**src/sv/vhd_fifo.sv**
```systemverilog
// Small register-based queue used between the stages of the block.
`timescale 1ns / 1ps
`default_nettype none

module vhd_fifo #(
    parameter int WIDTH = 8,
    parameter int DEPTH = 2
) (
    input  wire logic             clk,
    input  wire logic             rst_n,
    input  wire logic             push,
    input  wire logic [WIDTH-1:0] wr_data,
    output logic                  full,
    input  wire logic             pop,
    output logic [WIDTH-1:0]      rd_data,
    output logic                  empty
);

    localparam int AW = (DEPTH > 1) ? $clog2(DEPTH) : 1;
    localparam int CW = $clog2(DEPTH + 1);

    logic [WIDTH-1:0] mem_reg [DEPTH];
    logic [AW-1:0]    wr_ptr_reg, wr_ptr_next;
    logic [AW-1:0]    rd_ptr_reg, rd_ptr_next;
    logic [CW-1:0]    count_reg, count_next;
    logic             push_ok, pop_ok;

    assign full    = (count_reg == CW'(DEPTH));
    assign empty   = (count_reg == '0);
    assign push_ok = push && !full;
    assign pop_ok  = pop && !empty;
    assign rd_data = mem_reg[rd_ptr_reg];

    // Pointer and occupancy update
    always_comb
    begin
        wr_ptr_next = wr_ptr_reg;
        rd_ptr_next = rd_ptr_reg;
        count_next  = count_reg;
        if (push_ok)
        begin
            wr_ptr_next = (wr_ptr_reg == AW'(DEPTH - 1)) ? '0 : wr_ptr_reg + AW'(1);
        end
        if (pop_ok)
        begin
            rd_ptr_next = (rd_ptr_reg == AW'(DEPTH - 1)) ? '0 : rd_ptr_reg + AW'(1);
        end
        if (push_ok && !pop_ok)
        begin
            count_next = count_reg + CW'(1);
        end
        else if (pop_ok && !push_ok)
        begin
            count_next = count_reg - CW'(1);
        end
    end

    always_ff @(posedge clk or negedge rst_n)
    begin
        if (!rst_n)
        begin
            wr_ptr_reg <= '0;
            rd_ptr_reg <= '0;
            count_reg  <= '0;
        end
        else
        begin
            wr_ptr_reg <= wr_ptr_next;
            rd_ptr_reg <= rd_ptr_next;
            count_reg  <= count_next;
        end
    end

    // Storage
    always_ff @(posedge clk)
    begin
        if (push_ok)
        begin
            mem_reg[wr_ptr_reg] <= wr_data;
        end
    end

    a_count_bound: assert property (@(posedge clk) disable iff (!rst_n)
        count_reg <= CW'(DEPTH))
        else $error("queue occupancy above depth");

    a_count_up: assert property (@(posedge clk) disable iff (!rst_n)
        push_ok && !pop_ok |=> count_reg == $past(count_reg) + CW'(1))
        else $error("queue count did not grow on push");

    a_count_down: assert property (@(posedge clk) disable iff (!rst_n)
        pop_ok && !push_ok |=> count_reg == $past(count_reg) - CW'(1))
        else $error("queue count did not shrink on pop");

endmodule

`default_nettype wire

```
**config.mk**
```make
export PLATFORM = sky130hd
export DESIGN_NAME = vhd_fifo
export DESIGN_NICKNAME = d
export VERILOG_FILES = /design/src/sv/vhd_fifo.sv
export SDC_FILE = /design/constraint.sdc
export NUM_CORES = 1
export LEC_CHECK = 0
export BUFFER_PORTS_ARGS = -buffer_cell sky130_fd_sc_hd__buf_2
export CORE_MARGIN = 5
export CORE_UTILIZATION = 44
export CTS_CLUSTER_SIZE = 14
export DETAILED_ROUTE_END_ITERATION = 12
export MAX_ROUTING_LAYER = met4
export PLACE_DENSITY = 0.72
export SLEW_MARGIN = 10
export SYNTH_ARGS = -nofsm -noshare
export SYNTH_HDL_FRONTEND = slang
export SYNTH_SLANG_ARGS = --single-unit
```
**constraint.sdc**
```tcl
create_clock -name clk -period 1.4 [get_ports clk]
set_input_delay 0.14 -clock clk [delete_from_list [all_inputs] [get_ports clk]]
set_output_delay 0.14 -clock clk [all_outputs]
set_load 0.005 [all_outputs]
```
==> results of run 1 <==
==> cells by family after synthesis <==
family / count (synthesis)
xor+xnor: 5
compound gates: 1
mux: 8
fa+ha+maj: 1
buf+inv: 3
flops: 20
simple gates: 6
==> per-layer routing <==
metal,vias up,global-route usage (%),wire length (µm)
met5,-,-,0
met4,0,2.55,8
met3,2,3.15,77
met2,12,16.7,645
met1,218,13.4,560
li1,222,-,-
==> how the worst max path moves through the flow <==
stage                       from       endpoint  slack, ns  depth (start not counted)
finish                rd_ptr_reg     rd_data[7]      -0.01                          3
global route          rd_ptr_reg     rd_data[1]      -0.06                          3
CTS                   rd_ptr_reg     rd_data[2]      -0.02                          2
detailed placement  count_reg[0]   count_reg[1]       0.03                          6
global placement    count_reg[0]   count_reg[1]       0.05                          6
floorplan           count_reg[0]  mem_reg[0][0]      0.008                          3
==> stage by stage <==
| step | hold WS [ns] | total power [mW] | cell area (µm²) | setup WS (ns) | cells |
|---|---|---|---|---|---|
| 5_1_grt | 0.0130 | 2.42 | 1120 | -0.0645 | 101 |
| 3_5_place_dp | -0.0447 | 1.59 | 943 | 0.0278 | 93 |
| 4_1_cts | 0.0307 | 1.92 | 998 | -0.0199 | 99 |
| 2_1_floorplan | -0.156 | 1.32 | 782 | 0.00785 | 44 |
| 3_3_place_gp | -0.0488 | 1.58 | 943 | 0.0532 | 93 |
| 6_report | 0.0407 | 2.25 | 1120 | -0.0115 | 101 |
==> where the power goes <==
part | internal, mW | switching, mW | leakage [nW]
Combinational | 0.655 | 0.406 | 0.275
Clock | 0.103 | 0.152 | 0.0154
Sequential | 0.838 | 0.0996 | 0.193
Total | 1.60 | 0.657 | 0.484
==> timing repair <==
action | CTS | global route
pin swaps | 1 | 3
hold buffers | 1 | 0
endpoints found under the hold margin | 4 | 0
resized for setup | 3 | 25
endpoints found under the setup margin | 9 | 17
buffers inserted | 1 | 2
==> synthesized netlist by cell type, drive strengths merged <==
library cell | instances | area [µm²]
buf | 1 | 5.00
edfxtp | 16 | 480
xnor2 | 3 | 33.8
nand2b | 1 | 6.26
mux2 | 8 | 90.1
nand2 | 1 | 6.26
inv | 2 | 7.51
xor2 | 2 | 17.5
dfrtp | 4 | 100
o21ai | 1 | 5.00
and3 | 1 | 6.26
ha | 1 | 12.5
nor2 | 3 | 11.3
==> critical path, stage by stage (launching register included) <==
cell and delay [ns]:
dfrtp_2 0.43, buf_6 0.14, mux2_4 0.30, buf_6 0.12
==> layout make-up <==
class,instances,area share (%)
inverters,2,0.670
multi-input cells,21,23.2
repair buffers,29,19.0
clock inverters,1,0.335
flip-flops and latches,20,52.0
clock buffers,3,2.01
well taps,25,2.79
==> flow_metrics.py, run 1 <==
metrics = {
    "worst_hold_path": {
        "whs_endpoint": "mem_reg[1][0]",
        "hp-class": "in -> reg",
        "hold_depth": 1,
        "hold_start": "wr_data[0]",
    },
    "floorplanning": {
        "coreArea_um2": 1710,
        "die_x_um": 52.2,
        "die_h_um": 52.2,
        "ioPinCount": 22,
        "initial_core_util_pct": 45.8,
        "fp-row-count": 15,
        "design.die.area_um2": 2720,
    },
    "critical_path": {
        "r2r_cells": 7,
        "critPathArrivalTime_ns": 1.27,
        "r2r_start": "count_reg[0]",
        "r2r_slack_ns": 0.08,
        "path_class": "reg -> out",
        "cp-end-kind": "primary output",
        "critPathMaxFanout": 5,
        "cp.required_ns": 1.26,
        "critPathLaunchType": "flop",
        "regToRegEndpoint": "count_reg[1]",
    },
    "cells_and_area": {
        "final_nets": 90,
        "mostFrequentLayoutCells": "edfxtp_1, buf_2, mux2_4, buf_6, buf_4",
        "syn_to_final_growth_pct": 43.4,
        "seqCellArea_um2": 583,
        "drive_gt1_share_pct": 65.8,
        "multiInputGateArea_um2": 260,
        "fillers": 130,
        "layout_commonest_cell": "edfxtp_1",
        "post-route-util_pct": 65.6,
        "largest_reg_flops": 16,
        "diodes": 0,
    },
    "yosys": {
        "yosysSeqAreaShare_pct": 74.2,
        "syn_area_um2": 782,
        "ys_ff_latch": 20,
        "synth_cell_types": 15,
        "synth_top_family_by_area": "multiplexers",
        "synth_area_per_cell_um2": 17.8,
        "yosysWarnings": 0,
        "synth-compound-area-share_pct": 0.640,
        "synthSimpleGateAreaFrac_pct": 3.84,
        "yosys.area_share.adder_pct": 1.60,
        "syn_nets": 57,
        "synth_mux_area_share_pct": 11.5,
        "netlist_instances": 44,
        "synthXorXnorAreaFrac_pct": 6.56,
    },
    "power": {
        "peakVddDrop_v": 0.00113,
        "power.leakage_nw": 0.484,
        "powerDensity_nw_per_um2": 2010,
    },
    "drt": {
        "drtPass1Iterations": 2,
        "drtIter0Drc": 1,
        "wl_um": 1290,
        "wire_per_inst_um": 12.8,
        "drtAntennaViolNets": 0,
        "vias_per_cell": 4.50,
        "route.vias.total": 454,
        "drc": 0,
    },
    "clock_network": {
        "cts_buffer_depth": 2,
        "h-tree-depth": 1,
        "clock_sinks": 20,
        "cts-root-buf": "clkbuf_4",
        "cts.clk_slew.worst_paths_ns": 0.10,
        "cts_buffers": 3,
        "cts_tree": "done",
        "clock_latency_ns": 0.28,
    },
    "timing": {
        "fin_crit_ns": 1.41,
        "report.final.slew_viol_count": 0,
        "finalSetupTns_ns": -0.0416,
        "period_share_pct": 101,
        "slew_headroom_pct": 74.2,
        "setup_viol": 5,
        "finalClockSkew_ns": 0.00213,
        "hold_violations": 0,
        "fin_ws_ns": -0.0115,
        "fmax_mhz": 708,
        "rsz0062_at_grt": "yes",
        "tightest_slew_ns": 0.387,
    },
    "placement": {
        "gp_congestion": 0.720,
        "portBuffers": 21,
        "dp.final_hpwl_um": 887,
    },
    "global_routing": {
        "grt_max_degree": 12,
        "grt_overflow": 0,
        "grt_pass1_vias": 495,
        "grt_pass1_wl_um": 2030,
        "track_usage_pct": 10.6,
        "antenna_found_initial": 0,
    },
    "run_status": {
        "status": "finished, violations left",
        "violations": "negative setup slack",
    },
    "job": {
        "max-cap-violations": 0,
    },
}
(Power assumes the default switching activity.)
==> inputs of run 2 (changes only) <==
- CELL_PAD_IN_SITES_DETAIL_PLACEMENT: not set -> 0
- CELL_PAD_IN_SITES_GLOBAL_PLACEMENT: not set -> 1
- CORE_UTILIZATION: 44 -> 36
- PLACE_DENSITY: 0.72 -> not set
- PLACE_DENSITY_LB_ADDON: not set -> 0.1
==> flow_metrics.py, run 2 (same netlist as run 1, synthesis figures left out) <==
metrics = {
    "clock_network": {
        "h-tree-depth": 1,
        "cts-root-buf": "clkbuf_4",
        "clock_sinks": 20,
        "clock_latency_ns": 0.28,
        "cts_tree": "done",
        "cts_buffers": 3,
        "cts_buffer_depth": 2,
        "cts.clk_slew.worst_paths_ns": 0.10,
    },
    "drt": {
        "wire_per_inst_um": 11.7,
        "drtIter0Drc": 1,
        "drtAntennaViolNets": 0,
        "vias_per_cell": 4.35,
        "route.vias.total": 461,
        "wl_um": 1250,
        "drtPass1Iterations": 2,
        "drc": 0,
    },
    "placement": {
        "dp_slack_ns": -0.0138,
        "dpl-instance-area_um2": 961,
        "portBuffers": 21,
        "gp_congestion": 0.710,
        "dp.final_hpwl_um": 901,
    },
    "timing": {
        "fin_ws_ns": -0.00843,
        "setup_viol": 1,
        "period_share_pct": 101,
        "rsz0062_at_grt": "yes",
        "fin_crit_ns": 1.41,
        "hold_violations": 0,
        "fmax_mhz": 710,
        "tightest_slew_ns": 0.150,
        "finalClockSkew_ns": 0.00604,
        "holdWs_ns": 0.0342,
        "slew_headroom_pct": 90.0,
        "report.final.slew_viol_count": 0,
    },
    "critical_path": {
        "cp.required_ns": 1.26,
        "critPathTopFamily": "flip-flops",
        "critPathMaxFanout": 5,
        "cp_cell_sequence": "buf_6, mux2_4, buf_6",
        "worst-path-buf-inv": 2,
        "critPathArrivalTime_ns": 1.27,
        "startpoint": "rd_ptr_reg",
        "path_class": "reg -> out",
        "critPathLaunchType": "flop",
        "timing.critical_path.mode_cell": "buf_6",
        "cpMaxStageDelayCell": "dfrtp_2",
        "r2r_start": "count_reg[0]",
        "cp-end-kind": "primary output",
        "critPathMaxStageDelay_ns": 0.43,
    },
    "cells_and_area": {
        "largest_reg_flops": 16,
        "diodes": 0,
        "mostFrequentLayoutCells": "buf_2, edfxtp_1, buf_4",
        "finalInstanceArea_um2": 1110,
        "drive_gt1_share_pct": 60.8,
        "final_nets": 93,
        "syn_to_final_growth_pct": 41.4,
    },
    "power": {
        "powerDensity_nw_per_um2": 1990,
        "peakVddDrop_v": 0.00113,
        "power.leakage_nw": 0.490,
        "finalPower_mw": 2.20,
    },
    "job": {
        "max-cap-violations": 0,
    },
    "floorplanning": {
        "design.die.area_um2": 3200,
        "fp-row-count": 16,
        "die_h_um": 56.6,
        "die_x_um": 56.6,
        "coreArea_um2": 2020,
        "ioPinCount": 22,
        "initial_core_util_pct": 38.7,
    },
    "run_status": {
        "status": "finished, violations left",
        "violations": "negative setup slack",
    },
    "global_routing": {
        "grt_pass1_wl_um": 1950,
        "grt_overflow": 0,
        "grt_pass1_vias": 486,
        "grt_max_degree": 12,
        "antenna_found_initial": 0,
        "track_usage_pct": 8.19,
    },
    "worst_hold_path": {
        "hold_start": "wr_data[1]",
        "hp-class": "in -> reg",
    },
}
run 2: changes by cell type in the layout (fill, tap and decap cells not counted), sizes merged:
cell / change
clkbuf: +1
buf: +3
clkinv: -1
run 2: area by class of cell:
class                           instances  area (µm²)
Timing Repair Buffer                   32         229
Fill cell                             186         916
Tap cell                               27        33.8
Multi-Input combinational cell         21         226
Inverter                                2        7.51
Sequential cell                        20         583
Clock buffer                            4        26.3
run 2: path summary, 6_finish.rpt:
kind	cells past startpoint	to	slack [ns]
min in group asynchronous	2	wr_ptr_reg	0.18
hold reg to reg	1	wr_ptr_reg	0.53
hold / removal	1	mem_reg[0][1]	0.03
max in group asynchronous	2	count_reg[1]	1.09
setup / recovery	3	rd_data[5]	-0.008
setup reg to reg	6	count_reg[1]	0.08
run 2: per-layer routing:
layer	part of all wire (%)	track usage (%)	vias up
li1	-	-	227
met1	40	8.68	222
met2	54	13.9	12
met3	5.2	2.98	0
met4	0	3.05	0
met5	0	-	-
run 2: timing repair:
action | in CTS | in global routing
hold buffers | 1 | 0
endpoints found under the hold margin | 4 | 0
resized for setup | 1 | 18
setup endpoints to repair | 9 | 17
pin swaps | 2 | 2
gates cloned | 0 | 0
setup buffers | 2 | 2
run 2: stage by stage:
step	util [%]	TNS, ns	instances
final	54.7	-0.00843	106
after global routing	54.7	-0.473	106
after CTS	50.1	-0.111	104
after detailed placement	47.5	-0.0138	97
after global placement	47.5	0	97
after floorplan	-	0	44
run 2: report_power, final:
group          total (mW)  switching [mW]  leakage [nW]  internal [mW]
registers           0.934          0.0966         0.193          0.837
logic                1.01           0.375         0.282          0.631
clock network       0.259           0.148        0.0150          0.110
run 2: worst register-to-register path, cell delays in order, from the launching register on:
cell	delay, ns
dfrtp_1	0.41
nand2b_4	0.16
nand2_2	0.06
inv_1	0.04
ha_1	0.29
nor2_1	0.14
xor2_1	0.15
==> inputs of run 3 (changes only) <==
- RECOVER_POWER: not set -> 100
==> flow_metrics.py, run 3 (same netlist as run 1, synthesis figures left out) <==
metrics = {
    "critical_path": {
        "critPathArrivalTime_ns": 1.27,
        "startpoint": "rd_ptr_reg",
        "r2r_cells": 6,
        "cp-end-kind": "primary output",
        "worst-path-buf-inv": 2,
        "regToRegEndpoint": "count_reg[1]",
        "critPathTopFamily": "flip-flops",
        "cpMaxStageDelayCell": "dfrtp_2",
        "cp.depth": 3,
        "critPathLaunchType": "flop",
        "path_class": "reg -> out",
        "cp.required_ns": 1.26,
        "timing.critical_path.mode_cell": "buf_6",
        "r2r_start": "count_reg[0]",
        "critPathMaxStageDelay_ns": 0.43,
        "critPathMaxFanout": 5,
        "r2r_slack_ns": 0.06,
        "crit_path_end": "rd_data[5]",
        "cp_cell_sequence": "buf_6, mux2_4, buf_6",
    },
    "floorplanning": {
        "ioPinCount": 22,
        "initial_core_util_pct": 38.7,
        "fp-row-count": 16,
        "coreArea_um2": 2020,
        "die_x_um": 56.6,
        "die_h_um": 56.6,
        "design.die.area_um2": 3200,
    },
    "cells_and_area": {
        "finalInstanceArea_um2": 1090,
        "mostFrequentLayoutCells": "edfxtp_1, buf_2, clkbuf_1",
        "multiInputGateArea_um2": 224,
        "fillers": 193,
        "seqCellArea_um2": 583,
        "syn_to_final_growth_pct": 39.4,
        "diodes": 0,
        "layout_commonest_cell": "edfxtp_1",
        "largest_reg_flops": 16,
        "final_nets": 93,
        "drive_gt1_share_pct": 50.6,
    },
    "timing": {
        "rsz0062_at_grt": "yes",
        "hold_violations": 0,
        "fmax_mhz": 710,
        "period_share_pct": 101,
        "slew_headroom_pct": 82.2,
        "report.final.slew_viol_count": 0,
        "setup_viol": 1,
        "fin_crit_ns": 1.41,
        "fin_ws_ns": -0.00835,
        "finalClockSkew_ns": 0.00589,
        "tightest_slew_ns": 0.267,
    },
    "power": {
        "powerDensity_nw_per_um2": 1990,
        "power.leakage_nw": 0.467,
        "finalPower_mw": 2.17,
        "peakVddDrop_v": 0.00111,
    },
    "clock_network": {
        "cts_buffers": 3,
        "clock_sinks": 20,
        "cts-root-buf": "clkbuf_4",
        "clock_latency_ns": 0.28,
        "cts.clk_slew.worst_paths_ns": 0.10,
        "cts_buffer_depth": 2,
        "h-tree-depth": 1,
        "cts_tree": "done",
    },
    "global_routing": {
        "grt_overflow": 0,
        "antenna_found_initial": 0,
        "grt_pass1_vias": 486,
        "track_usage_pct": 8.19,
        "grt_max_degree": 12,
        "grt_pass1_wl_um": 1950,
    },
    "placement": {
        "portBuffers": 21,
        "gp_congestion": 0.710,
        "dpl-instance-area_um2": 961,
        "dp_slack_ns": -0.0138,
        "dp.final_hpwl_um": 901,
    },
    "drt": {
        "route.vias.total": 461,
        "wl_um": 1230,
        "drtPass1Iterations": 2,
        "drtAntennaViolNets": 0,
        "drtIter0Drc": 1,
        "wire_per_inst_um": 11.6,
        "drc": 0,
        "vias_per_cell": 4.35,
    },
    "worst_hold_path": {
        "hp-class": "in -> reg",
    },
    "run_status": {
        "violations": "negative setup slack",
        "status": "finished, violations left",
    },
    "job": {
        "max-cap-violations": 0,
    },
}
==> run 3: cell count changes in the layout (fill, tap and decap cells not counted), sizes merged <==
cell and delta:
buf -7, clkbuf +7
==> run 3: power by group <==
part | total (mW) | switching [mW] | internal [mW]
Clock | 0.258 | 0.148 | 0.110
Sequential | 0.934 | 0.0966 | 0.837
Combinational | 0.977 | 0.372 | 0.605
Total | 2.17 | 0.616 | 1.55
==> run 3: cell type report <==
cell class                      count  share of cell area [%]
Clock buffer                        4                    2.41
Inverter                            2                   0.689
Tap cell                           27                    3.10
Multi-Input combinational cell     21                    20.6
Sequential cell                    20                    53.5
Timing Repair Buffer               32                    19.7
==> run 3: per-layer routing <==
layer	global-route usage (%)	up-vias	share of wire, %
met5	-	-	0
met3	2.98	0	5.6
met4	3.05	0	0
li1	-	227	-
met2	13.9	12	54
met1	8.68	222	40
==> run 3: repair_timing <==
item,in CTS,in global routing
gates resized for setup,1,18
pin swaps,2,2
hold buffers,1,0
setup buffers,2,2
endpoints found under the hold margin,4,0
endpoints found under the setup margin,9,17
==> run 3: how the worst min path moves through the flow <==
stage	start	end	slack, ns	cells after the start
6_report	wr_data[1]	mem_reg[0][1]	0.03	1
4_1_cts	wr_data[1]	mem_reg[0][1]	0.03	1
2_1_floorplan	rst_n	count_reg[0]	-0.16	0
3_3_place_gp	rst_n	count_reg[1]	-0.05	1
3_5_place_dp	rst_n	wr_ptr_reg	-0.05	1
5_1_grt	wr_data[2]	mem_reg[0][2]	0.01	1
==> run 3: stage by stage <==
stage | std cells | hold slack (ns) | utilization [%] | TNS [ns]
final | 106 | 0.0344 | 53.9 | -0.00835
after global routing | 106 | 0.0122 | 53.9 | -0.592
after CTS | 104 | 0.0265 | 50.1 | -0.111
after detailed placement | 97 | -0.0512 | 47.5 | -0.0138
after global placement | 97 | -0.0455 | 47.5 | 0
after floorplan | 44 | -0.156 | - | 0
