### config.mk
export PLATFORM = sky130hd
export DESIGN_NAME = vhd_front
export DESIGN_NICKNAME = d
export VERILOG_FILES = /design/src/sv/vhd_pkg.sv /design/src/sv/vhd_front.sv
export SDC_FILE = /design/constraint.sdc
export NUM_CORES = 1
export LEC_CHECK = 0
export BUFFER_PORTS_ARGS = -buffer_cell sky130_fd_sc_hd__buf_4
export CAP_MARGIN = 5
export CORE_MARGIN = 4
export CORE_UTILIZATION = 56
export DETAILED_ROUTE_END_ITERATION = 7
export GPL_TIMING_DRIVEN = 0
export PLACE_DENSITY = 0.91
export SLEW_MARGIN = 20
export SYNTH_ARGS = -nofsm -noshare
export SYNTH_HDL_FRONTEND = slang
export SYNTH_SLANG_ARGS = --single-unit
### constraint.sdc
create_clock -name vclk -period 7.81
set_clock_uncertainty 0.2 [all_clocks]
set_input_delay 0.781 -clock vclk [all_inputs]
set_output_delay 0.781 -clock vclk [all_outputs]
set_load 0.02 [all_outputs]
### src/sv/vhd_pkg.sv
// Shared types, constants and angle table for the vector heading block.
`timescale 1ns / 1ps
`default_nettype none

package vhd_pkg;

    // Field widths
    localparam int COORD_W   = 15;
    localparam int DIFF_W    = 16;
    localparam int HEAD_W    = 15;
    localparam int ACC_W     = 32;
    // Datapath: difference scaled by 2^16 plus CORDIC gain and sign
    localparam int FRAC_W    = 16;
    localparam int DP_W      = 35;
    localparam int MUL_W     = ACC_W + HEAD_W;

    // Step count and table
    localparam int CORDIC_STEPS_DEF = 16;
    localparam int ATAN_LEN         = 24;

    // Queue depths
    localparam int MID_DEPTH_DEF = 2;
    localparam int OUT_DEPTH_DEF = 2;

    // Angle constants: binary angle, full circle = 2^32
    localparam logic [ACC_W-1:0]  HALF_TURN_ANGLE = 32'h8000_0000;
    localparam logic [HEAD_W-1:0] FULL_TURN_UNITS = 15'd23040;
    localparam logic [MUL_W-1:0]  ROUND_HALF      = MUL_W'(64'h8000_0000);

    // atan(2^-i) as a fraction of a full turn, scaled by 2^32
    localparam logic [ACC_W-1:0] ATAN_TABLE [ATAN_LEN] = '{
        32'h20000000, 32'h12E4051E, 32'h09FB385B, 32'h051111D4,
        32'h028B0D43, 32'h0145D7E1, 32'h00A2F61E, 32'h00517C55,
        32'h0028BE53, 32'h00145F2F, 32'h000A2F98, 32'h000517CC,
        32'h00028BE6, 32'h000145F3, 32'h0000A2FA, 32'h0000517D,
        32'h000028BE, 32'h0000145F, 32'h00000A30, 32'h00000518,
        32'h0000028C, 32'h00000146, 32'h000000A3, 32'h00000051
    };

    // Classified vector, folded into the right half-plane
    typedef struct packed {
        logic signed [DIFF_W-1:0] dx;
        logic signed [DIFF_W-1:0] dy;
        logic                     zero_vector;
        logic                     half_turn;
    } vec_item_t;

    // Finished result
    typedef struct packed {
        logic [HEAD_W-1:0] heading;
        logic              zero_vector;
    } result_t;

endpackage

`default_nettype wire

### src/sv/vhd_front.sv
// Front end: forms the difference vector and folds it into the right half-plane.
`timescale 1ns / 1ps
`default_nettype none

module vhd_front (
    input  wire logic signed [vhd_pkg::COORD_W-1:0] depart_x,
    input  wire logic signed [vhd_pkg::COORD_W-1:0] depart_y,
    input  wire logic signed [vhd_pkg::COORD_W-1:0] arrive_x,
    input  wire logic signed [vhd_pkg::COORD_W-1:0] arrive_y,
    output vhd_pkg::vec_item_t                      item
);

    import vhd_pkg::*;

    logic signed [DIFF_W-1:0] dx, dy;
    logic                     left_half;

    // Difference vector in 16 bits, no overflow possible
    assign dx = DIFF_W'(arrive_x) - DIFF_W'(depart_x);
    assign dy = DIFF_W'(arrive_y) - DIFF_W'(depart_y);

    // Left half-plane: negate and start from half a turn
    assign left_half = dx[DIFF_W-1];

    always_comb
    begin
        item.dx          = left_half ? -dx : dx;
        item.dy          = left_half ? -dy : dy;
        item.half_turn   = left_half;
        item.zero_vector = (dx == '0) && (dy == '0);
    end

endmodule

`default_nettype wire

==> results.sh, run 1 <==
export IMPL_clockPowerShare_pct=0
export IMPL_seq_area_frac_synth_pct=0
export IMPL_start_kind="primary input"
export IMPL_syn_avg_cell_area_um2=6.92
export IMPL_seqPwrFrac_pct=0
export IMPL_hold_buffers=0
export IMPL_cp_max_fo=4
export IMPL_worst_slew_pin_slew_ns=0.593
export IMPL_core_area_um2=3800
export IMPL_dp_cells=473
export IMPL_post_cts_buffers=0
export IMPL_status="complete, no violations"
export IMPL_dieArea_um2=5180
export IMPL_cp_end_kind="primary output"
export IMPL_antenna_cells=0
export IMPL_p_sw_w=0.000234
export IMPL_drive_above_1_share_pct=27.1
export IMPL_start_util_pct=60.3
export IMPL_post_place_ws_ns=3.02
export IMPL_cap_violations=0
export IMPL_synth_top_area_share_pct=17.5
export IMPL_syn_to_final_growth_pct=33.4
export IMPL_grt_pass1_vias=2441
export IMPL_slew_viol_final=0
export IMPL_clockBufferCount=0
export IMPL_whs_path_depth=4
export IMPL_fin_area_um2=3060
export IMPL_combPwrFrac_pct=100.0
export IMPL_synth_fp_nets=425
export IMPL_fillers=278
export IMPL_netlist_top_cells_area="ha_1 17%, xnor2_1 14%, inv_1 7.0%"
export IMPL_io_pins=94
export IMPL_synth_compound_area_share_pct=27.9
export IMPL_grt_pass1_wl_mm=10.2
export IMPL_cts_resized=0
export IMPL_p_leak_nw=1.52
export IMPL_worstSetupPathType="primary input to primary output"
export IMPL_setup_viol=0
export IMPL_drt_iter0_drc=129
export IMPL_wire_per_inst_um=12.8
export IMPL_place_gp_congestion=0.889
export IMPL_fin_cells=473
export IMPL_track_usage_pct=22.6
export IMPL_slowest_stage="fa_1"
export IMPL_relSlewSlack_pct=59.4
export IMPL_tns_ns=0
export IMPL_vdd_drop_max_uv=99.6
export IMPL_syn_cell_area_um2=2290
export IMPL_ys_warn_count=0
export IMPL_io_buffers=94
export IMPL_finalCritPeriodShare_pct=62.4
export IMPL_cp_arrival_ns=3.89
export IMPL_dpl_hpwl_mm=5.27
export IMPL_p_per_area_nw_per_um2=138
export IMPL_antenna_found_initial=0
export IMPL_yosys_area_top_type="ha_1"
export IMPL_critPathRequiredTime_ns=6.83
export IMPL_vias_per_cell=5.63
export IMPL_rsz0062_at_grt="no"
export IMPL_nFlopsAndLatches=0
export IMPL_dr_pass1_iters=4
export IMPL_hold_violations=0
export IMPL_synth_top_family_by_area="compound AO/OA/AOI/OAI gates"
export IMPL_gr_total_overflow=0
export IMPL_synth_fa_ha_area_share_pct=19.2
export IMPL_min_path_type="primary input to primary output"
export IMPL_p_int_w=0.000188
export IMPL_register_area_um2=0
export IMPL_synthSimpleGateAreaFrac_pct=24.6
export IMPL_ys_types=67
export IMPL_drcViolationCount=0
export IMPL_rows=22
export IMPL_chipHeight_um=72.0
export IMPL_cp_cell_sequence="buf_4 -> inv_1 -> ha_1 -> inv_1 -> fa_1 -> a211oi_1 -> o31ai_1 -> xnor2_1 -> o221a_2 -> o21ai_0 -> nor3_1 -> and4_1 -> and4b_1 -> buf_4"
export IMPL_route_antenna_remaining_nets=0
export IMPL_final_util_pct=80.5
export IMPL_die_w_um=72.0
export IMPL_synthCells=331
export IMPL_synthMuxAreaShare_pct=0.437
export IMPL_nNetsFinal=521
export IMPL_fin_crit_ns=4.87
export IMPL_fmax_ghz=0.205
export IMPL_worst_slack_ns=2.94
export IMPL_place_area_um2=3060
export IMPL_switching_share_pct=55.5
export IMPL_max_stage_delay_ns=0.42
export IMPL_multiInputGateArea_um2=2070
export IMPL_grt_max_degree=11
export IMPL_synthXorXnorAreaFrac_pct=18.4
export IMPL_drt_total_wl_mm=6.06
export IMPL_dr_total_vias=2664
-- layout make-up --
type                       instances  area share [%]
multi-input combinational        277            67.8
timing repair buffer              94            23.1
inverter                          44            5.40
tap                               48            1.96
buffer                            10            1.72
-- cell usage after synthesis (5+ instances only) --
cell      number
a21oi_1       22
o21a_1         9
xnor2_1       37
nor2_1        25
xor2_1        11
ha_1          32
nand2_1       13
nor2b_1        5
inv_1         43
or2_2          5
a31oi_1        5
nand3_1        5
o21ai_0       10
clkbuf_1       5
nor3_1        16
-- metrics by stage --
| step | hold WS, ns | power (W) |
|---|---|---|
| final | 1.80 | 0.000422 |
| after detailed placement | 1.80 | 0.000420 |
| after global placement | 1.79 | 0.000413 |
| after global routing | 1.82 | 0.000457 |
| after floorplan | 1.61 | 0.000276 |
| after CTS | 1.80 | 0.000422 |
-- power groups by stage --
| stage | Combinational [W] | Clock [W] | Sequential (W) |
|---|---|---|---|
| 6_report | 0.000422 | 0 | 0 |
| 5_1_grt | 0.000457 | 0 | 0 |
| 4_1_cts | 0.000422 | 0 | 0 |
| 3_5_place_dp | 0.000420 | 0 | 0 |
| 3_3_place_gp | 0.000413 | 0 | 0 |
| 2_1_floorplan | 0.000276 | 0 | 0 |
-- logic make-up after synthesis --
group | after synthesis
compound gates | 90
xor+xnor | 48
fa+ha+maj | 34
buf+inv | 54
mux | 1
simple gates | 104
-- per-layer routing --
layer	up-vias	global-route usage (%)	wire [um]
met5	-	0	0
met4	0	2.92	57
met3	6	1.80	420
met2	91	39.4	2840
met1	1187	31.0	2740
li1	1380	-	-
-- critical path: cells and delay by family --
family	cells	cell delay (ns)
xor+xnor	1	0.32
buf+inv	4	0.36
fa+ha+maj	2	0.60
compound gates	4	0.99
simple gates	3	0.84
-- cells in the final DEF, fill, tap and decap left out, types with 3 or more instances in the layout --
master    synthesis  layout
buf_4             1      95
inv_1            43      43
xnor2_1          37      37
ha_1             32      32
nor2_1           25      25
a21oi_1          22      22
nor3_1           16      16
nand2_1          13      13
xor2_1           11      11
o21ai_0          10      10
o21a_1            9       9
nor2b_1           5       5
clkbuf_1          5       5
or2_2             5       5
nand3_1           5       5
a31oi_1           5       5
and2_1            4       4
nand4_1           4       4
nand2b_1          4       4
a21o_1            4       4
or3_1             4       4
nor4_1            4       4
buf_2             3       3
a211oi_1          3       3
o21ai_1           3       3
-- final timing paths --
check | startpoint | to | slack [ns]
worst max-delay path | arrive_x[0] | item[1] | 2.94
worst min-delay path | depart_x[0] | item[18] | 1.80
No activity file was read; power rests on OpenSTA's default activity.
==> inputs of run 2 (changes only) <==
--- a/config.mk
+++ b/config.mk
@@ -5,13 +5,14 @@
 export SDC_FILE = /design/constraint.sdc
 export NUM_CORES = 1
 export LEC_CHECK = 0
+export ABC_AREA = 1
 export BUFFER_PORTS_ARGS = -buffer_cell sky130_fd_sc_hd__buf_4
 export CAP_MARGIN = 5
 export CORE_MARGIN = 4
-export CORE_UTILIZATION = 56
+export CORE_UTILIZATION = 55
 export DETAILED_ROUTE_END_ITERATION = 7
 export GPL_TIMING_DRIVEN = 0
-export PLACE_DENSITY = 0.91
+export PLACE_DENSITY = 0.86
 export SLEW_MARGIN = 20
 export SYNTH_ARGS = -nofsm -noshare
 export SYNTH_HDL_FRONTEND = slang
==> constraint.sdc (replaced) <==
create_clock -name vclk -period 4.9
set_clock_uncertainty 0.2 [all_clocks]
set_input_delay 0.49 -clock vclk [all_inputs]
set_output_delay 0.49 -clock vclk [all_outputs]
set_load 0.02 [all_outputs]
==> run 2 against run 1 <==
  * First-iteration DRC count fell by 11%
  * Synthesized area is 27% higher
  * Power up 75%
  * Final cell count rose by 59%
  * Synthesized cell count increased by 77%
  * Critical path depth up 3
  * Critical endpoint is now item[31]
  * Highest routed layer unchanged
==> results.sh, run 2 <==
export IMPL_antenna_found_initial=0
export IMPL_p_leak_nw=2.41
export IMPL_worstSetupPathType="primary input to primary output"
export IMPL_cp_arrival_ns=2.77
export IMPL_chipHeight_um=80.7
export IMPL_grt_pass1_wl_mm=13.7
export IMPL_dpl_hpwl_mm=7.15
export IMPL_seqPwrFrac_pct=0
export IMPL_p_per_area_nw_per_um2=199
export IMPL_fillers=463
export IMPL_syn_avg_cell_area_um2=4.96
export IMPL_route_antenna_remaining_nets=0
export IMPL_hold_buffers=0
export IMPL_finalCritPeriodShare_pct=70.7
export IMPL_cp_end_kind="primary output"
export IMPL_rows=26
export IMPL_register_area_um2=0
export IMPL_ys_types=26
export IMPL_dr_pass1_iters=4
export IMPL_clockPowerShare_pct=0
export IMPL_hold_violations=0
export IMPL_place_gp_congestion=0.868
export IMPL_yosysMostFrequentCell="nand2_1"
export IMPL_start_util_pct=57.0
export IMPL_drive_above_1_share_pct=18.8
export IMPL_synth_common_cells="228 x nand2_1, 127 x inv_1, 51 x nand3_1"
export IMPL_p_sw_w=0.000443
export IMPL_wire_per_inst_um=10.7
export IMPL_gr_total_overflow=0
export IMPL_syn_cell_area_um2=2910
export IMPL_drcViolationCount=0
export IMPL_dieArea_um2=6520
export IMPL_track_usage_pct=25.0
export IMPL_dp_cells=751
export IMPL_critPathRequiredTime_ns=4.21
export IMPL_worst_path_buf_inv=4
export IMPL_grt_max_degree=11
export IMPL_fin_crit_ns=3.46
export IMPL_worst_slew_pin_slew_ns=0.346
export IMPL_antenna_cells=0
export IMPL_dr_total_vias=3715
export IMPL_cpLargestDelayFamily="simple AND/OR/NAND/NOR gates"
export IMPL_setup_viol=0
export IMPL_fmax_ghz=0.289
export IMPL_final_cell_mix="228 x nand2_1, 127 x inv_1, 95 x buf_4"
export IMPL_combPwrFrac_pct=100.0
export IMPL_slew_viol_final=0
export IMPL_cts_resized=0
export IMPL_min_path_type="primary input to primary output"
export IMPL_tns_ns=0
export IMPL_cp_max_fo=4
export IMPL_cp_cell_sequence="buf_4 -> inv_1 -> ha_1 -> inv_1 -> fa_1 -> xnor2_1 -> nand2_1 -> nor2_1 -> nand2_1 -> nor2_1 -> nand2_1 -> nor2_1 -> nand3_1 -> nand2_1 -> nand2_1 -> nand2_1 -> buf_4"
export IMPL_synth_top_area_share_pct=29.4
export IMPL_vias_per_cell=4.95
export IMPL_fin_cells=751
export IMPL_rsz0062_at_grt="no"
export IMPL_crit_top_cell="nand2_1"
export IMPL_layout_commonest_cell="nand2_1"
export IMPL_drt_iter0_drc=115
export IMPL_relSlewSlack_pct=76.7
export IMPL_cp_endpoint="item[31]"
export IMPL_clockBufferCount=0
export IMPL_seq_area_frac_synth_pct=0
export IMPL_synthCells=587
export IMPL_post_cts_buffers=0
export IMPL_cp_startpoint="arrive_x[0]"
export IMPL_nFlopsAndLatches=0
export IMPL_io_buffers=94
export IMPL_yosys_area_top_type="nand2_1"
export IMPL_slowest_stage="fa_1"
export IMPL_p_int_w=0.000293
export IMPL_io_pins=94
export IMPL_vdd_drop_max_uv=127
export IMPL_start_kind="primary input"
export IMPL_whs_path_depth=4
export IMPL_core_area_um2=5110
export IMPL_netlist_top_cells_area="nand2_1 29%, inv_1 16%, ha_1 14%"
export IMPL_syn_to_final_growth_pct=27.3
export IMPL_ys_warn_count=0
export IMPL_worst_path_stages=17
export IMPL_switching_share_pct=60.2
export IMPL_nNetsFinal=777
export IMPL_die_w_um=80.7
export IMPL_grt_pass1_vias=3552
export IMPL_multiInputGateArea_um2=2390
export IMPL_synth_fp_nets=681
export IMPL_cap_violations=0
export IMPL_drt_total_wl_mm=8.05
export IMPL_status="complete, no violations"
export IMPL_max_stage_delay_ns=0.41
-- run 2: worst min-delay path by stage --
stage / from / slack, ns / to
after CTS: depart_y[0] / 1.22 / item[2]
after global routing: depart_x[0] / 1.27 / item[18]
final: depart_y[0] / 1.22 / item[2]
after floorplan: depart_x[0] / 1.01 / item[18]
after detailed placement: depart_y[0] / 1.22 / item[2]
after global placement: depart_x[0] / 1.19 / item[18]
-- run 2: layout make-up --
type	count	area share, %
tap	70	2.37
buffer	3	0.912
inverter	128	13.0
multi-input combinational	456	64.7
timing repair buffer	94	19.1
-- run 2: power by group through the flow --
stage / sequential, W / clock [W] / combinational, W
after floorplan: 0 / 0 / 0.000488
after global placement: 0 / 0 / 0.000716
after detailed placement: 0 / 0 / 0.000734
after CTS: 0 / 0 / 0.000736
after global routing: 0 / 0 / 0.000816
final: 0 / 0 / 0.000736
-- run 2: routing by layer --
layer	up-vias	share of wire [%]	track usage (%)
li1	1986	-	-
met1	1626	40	26.2
met2	87	54	53.1
met3	16	4.3	0.673
met4	0	2.0	6.25
met5	-	0	0
-- run 2: logic make-up (layout without fill, tap and decap cells) --
group | Yosys count | in the layout | share of synthesized area (%)
XOR/XNOR | 17 | 17 | 5.12
AO/OA/AOI/OAI | 33 | 33 | 6.54
buffers and inverters | 131 | 225 | 17.7
AND/OR/NAND/NOR | 372 | 372 | 55.5
adder cells (fa/ha/maj) | 34 | 34 | 15.1
-- run 2: metrics by stage --
step	hold slack [ns]	setup slack [ns]	utilization, %	total power [W]	cell area [um2]
global route	1.27	1.12	72.5	0.000816	3700
floorplan	1.01	1.82	-	0.000488	2910
global placement	1.19	1.51	72.5	0.000716	3700
finish	1.22	1.44	72.5	0.000736	3700
CTS	1.22	1.43	72.5	0.000736	3700
detailed placement	1.22	1.45	72.5	0.000734	3700
==> inputs of run 3 (changes only) <==
==> constraint.sdc (replaced) <==
create_clock -name vclk -period 3.3
set_clock_uncertainty 0.2 [all_clocks]
set_input_delay 0.33 -clock vclk [all_inputs]
set_output_delay 0.33 -clock vclk [all_outputs]
set_load 0.02 [all_outputs]
==> run 3 against run 2 <==
  * Clock-buffer cell count stayed put
  * Global-route usage stayed put
  * Die area stayed put
  * Non-clock buffer count stayed put
  * Sequential share of layout area stayed put
  * Largest power group unchanged
  * Highest routed layer unchanged
  * Critical path depth is 1 lower
  * Cell area is 0.41% higher
==> results.sh, run 3 (synthesis gave the netlist of run 2 again) <==
export IMPL_slew_viol_final=0
export IMPL_antenna_cells=0
export IMPL_core_area_um2=5110
export IMPL_seqPwrFrac_pct=0
export IMPL_syn_to_final_growth_pct=27.8
export IMPL_drive_above_1_share_pct=19.4
export IMPL_grt_pass1_wl_mm=13.7
export IMPL_combPwrFrac_pct=100.0
export IMPL_wire_per_inst_um=10.7
export IMPL_die_w_um=80.7
export IMPL_layout_commonest_cell="nand2_1"
export IMPL_place_gp_congestion=0.868
export IMPL_hold_violations=0
export IMPL_antenna_found_initial=0
export IMPL_worst_slew_pin_slew_ns=0.347
export IMPL_dr_pass1_iters=4
export IMPL_p_int_w=0.000437
export IMPL_dpl_hpwl_mm=7.15
export IMPL_track_usage_pct=25.0
export IMPL_p_per_area_nw_per_um2=295
export IMPL_rows=26
export IMPL_cp_end_kind="primary output"
export IMPL_start_kind="primary input"
export IMPL_nNetsFinal=777
export IMPL_io_pins=94
export IMPL_setup_viol=0
export IMPL_drt_iter0_drc=114
export IMPL_switching_share_pct=60.1
export IMPL_relSlewSlack_pct=76.6
export IMPL_post_cts_buffers=0
export IMPL_status="complete, no violations"
export IMPL_critPathRequiredTime_ns=2.77
export IMPL_rsz0062_at_grt="no"
export IMPL_p_leak_nw=2.42
export IMPL_fin_crit_ns=3.08
export IMPL_gr_total_overflow=0
export IMPL_finalCritPeriodShare_pct=93.3
export IMPL_cp_max_fo=4
export IMPL_start_util_pct=57.0
export IMPL_route_antenna_remaining_nets=0
export IMPL_dieArea_um2=6520
export IMPL_min_path_type="primary input to primary output"
export IMPL_p_sw_w=0.000659
export IMPL_register_area_um2=0
export IMPL_cap_violations=0
export IMPL_nFlopsAndLatches=0
export IMPL_drcViolationCount=0
export IMPL_grt_pass1_vias=3552
export IMPL_final_cell_mix="227 x nand2_1, 127 x inv_1, 95 x buf_4"
export IMPL_dr_total_vias=3716
export IMPL_vias_per_cell=4.95
export IMPL_fmax_ghz=0.325
export IMPL_clockBufferCount=0
export IMPL_place_area_um2=3700
export IMPL_clockPowerShare_pct=0
export IMPL_drt_total_wl_mm=8.03
export IMPL_io_buffers=94
export IMPL_grt_max_degree=11
export IMPL_fin_area_um2=3720
export IMPL_tns_ns=0
export IMPL_cp_arrival_ns=2.55
export IMPL_chipHeight_um=80.7
export IMPL_worstSetupPathType="primary input to primary output"
export IMPL_vdd_drop_max_uv=188
## run 3: cell counts in the layout (fill, tap and decap cells not counted)
Identical to the previous run, type by type.
## run 3: timing repair
action | in CTS | in global routing
hold buffers | 0 | 0
endpoints found under the setup margin | 0 | 4
gates resized for setup | 0 | 4
## run 3: through the flow
stage               instances  total power, W  worst slack (ns)  hold slack, ns  utilization [%]
detailed placement        751         0.00109             0.168           0.903             72.5
floorplan                 587        0.000724             0.538           0.689                -
CTS                       751         0.00109             0.148           0.904             72.5
global route              751         0.00122           0.00569           0.946             72.8
global placement          751         0.00106             0.230           0.873             72.5
finish                    751         0.00110             0.221           0.902             72.8
## run 3: metal layers
layer	share of wire, %	wire [um]	GRT usage, %	vias up
met5	0	0	0	-
met4	1.8	148	6.25	0
met3	4.3	347	0.673	13
met2	54	4330	53.1	94
met1	40	3200	26.2	1626
li1	-	-	-	1983
## run 3: cell type report
class	instances	area, um2
repair buffers	94	706
well taps	70	87.6
multi-input cells	456	2410
plain buffers	3	33.8
fillers	455	1390
inverters	128	480
## run 3: final timing paths
path                  slack, ns  endpoint  cells past startpoint   startpoint
worst max-delay path       0.22   item[1]                     16  depart_x[0]
worst min-delay path       0.90   item[2]                      4  depart_y[0]
## run 3: worst max-delay path: stages
cell and delay, ns:
buf_4 0.11, ha_1 0.19, inv_1 0.15, fa_2 0.46, inv_1 0.11, ha_1 0.17, and2_1 0.15, nand3_1 0.09
nor2_1 0.13, nand2_1 0.11, nor2_2 0.11, nand2_1 0.10, inv_1 0.06, nand3_1 0.06, nor2_1 0.09, buf_4 0.14
## run 3: power groups by stage
stage	logic, W	registers [W]	clock network [W]
final	0.00110	0	0
after global routing	0.00122	0	0
after CTS	0.00109	0	0
after detailed placement	0.00109	0	0
after global placement	0.00106	0	0
after floorplan	0.000724	0	0
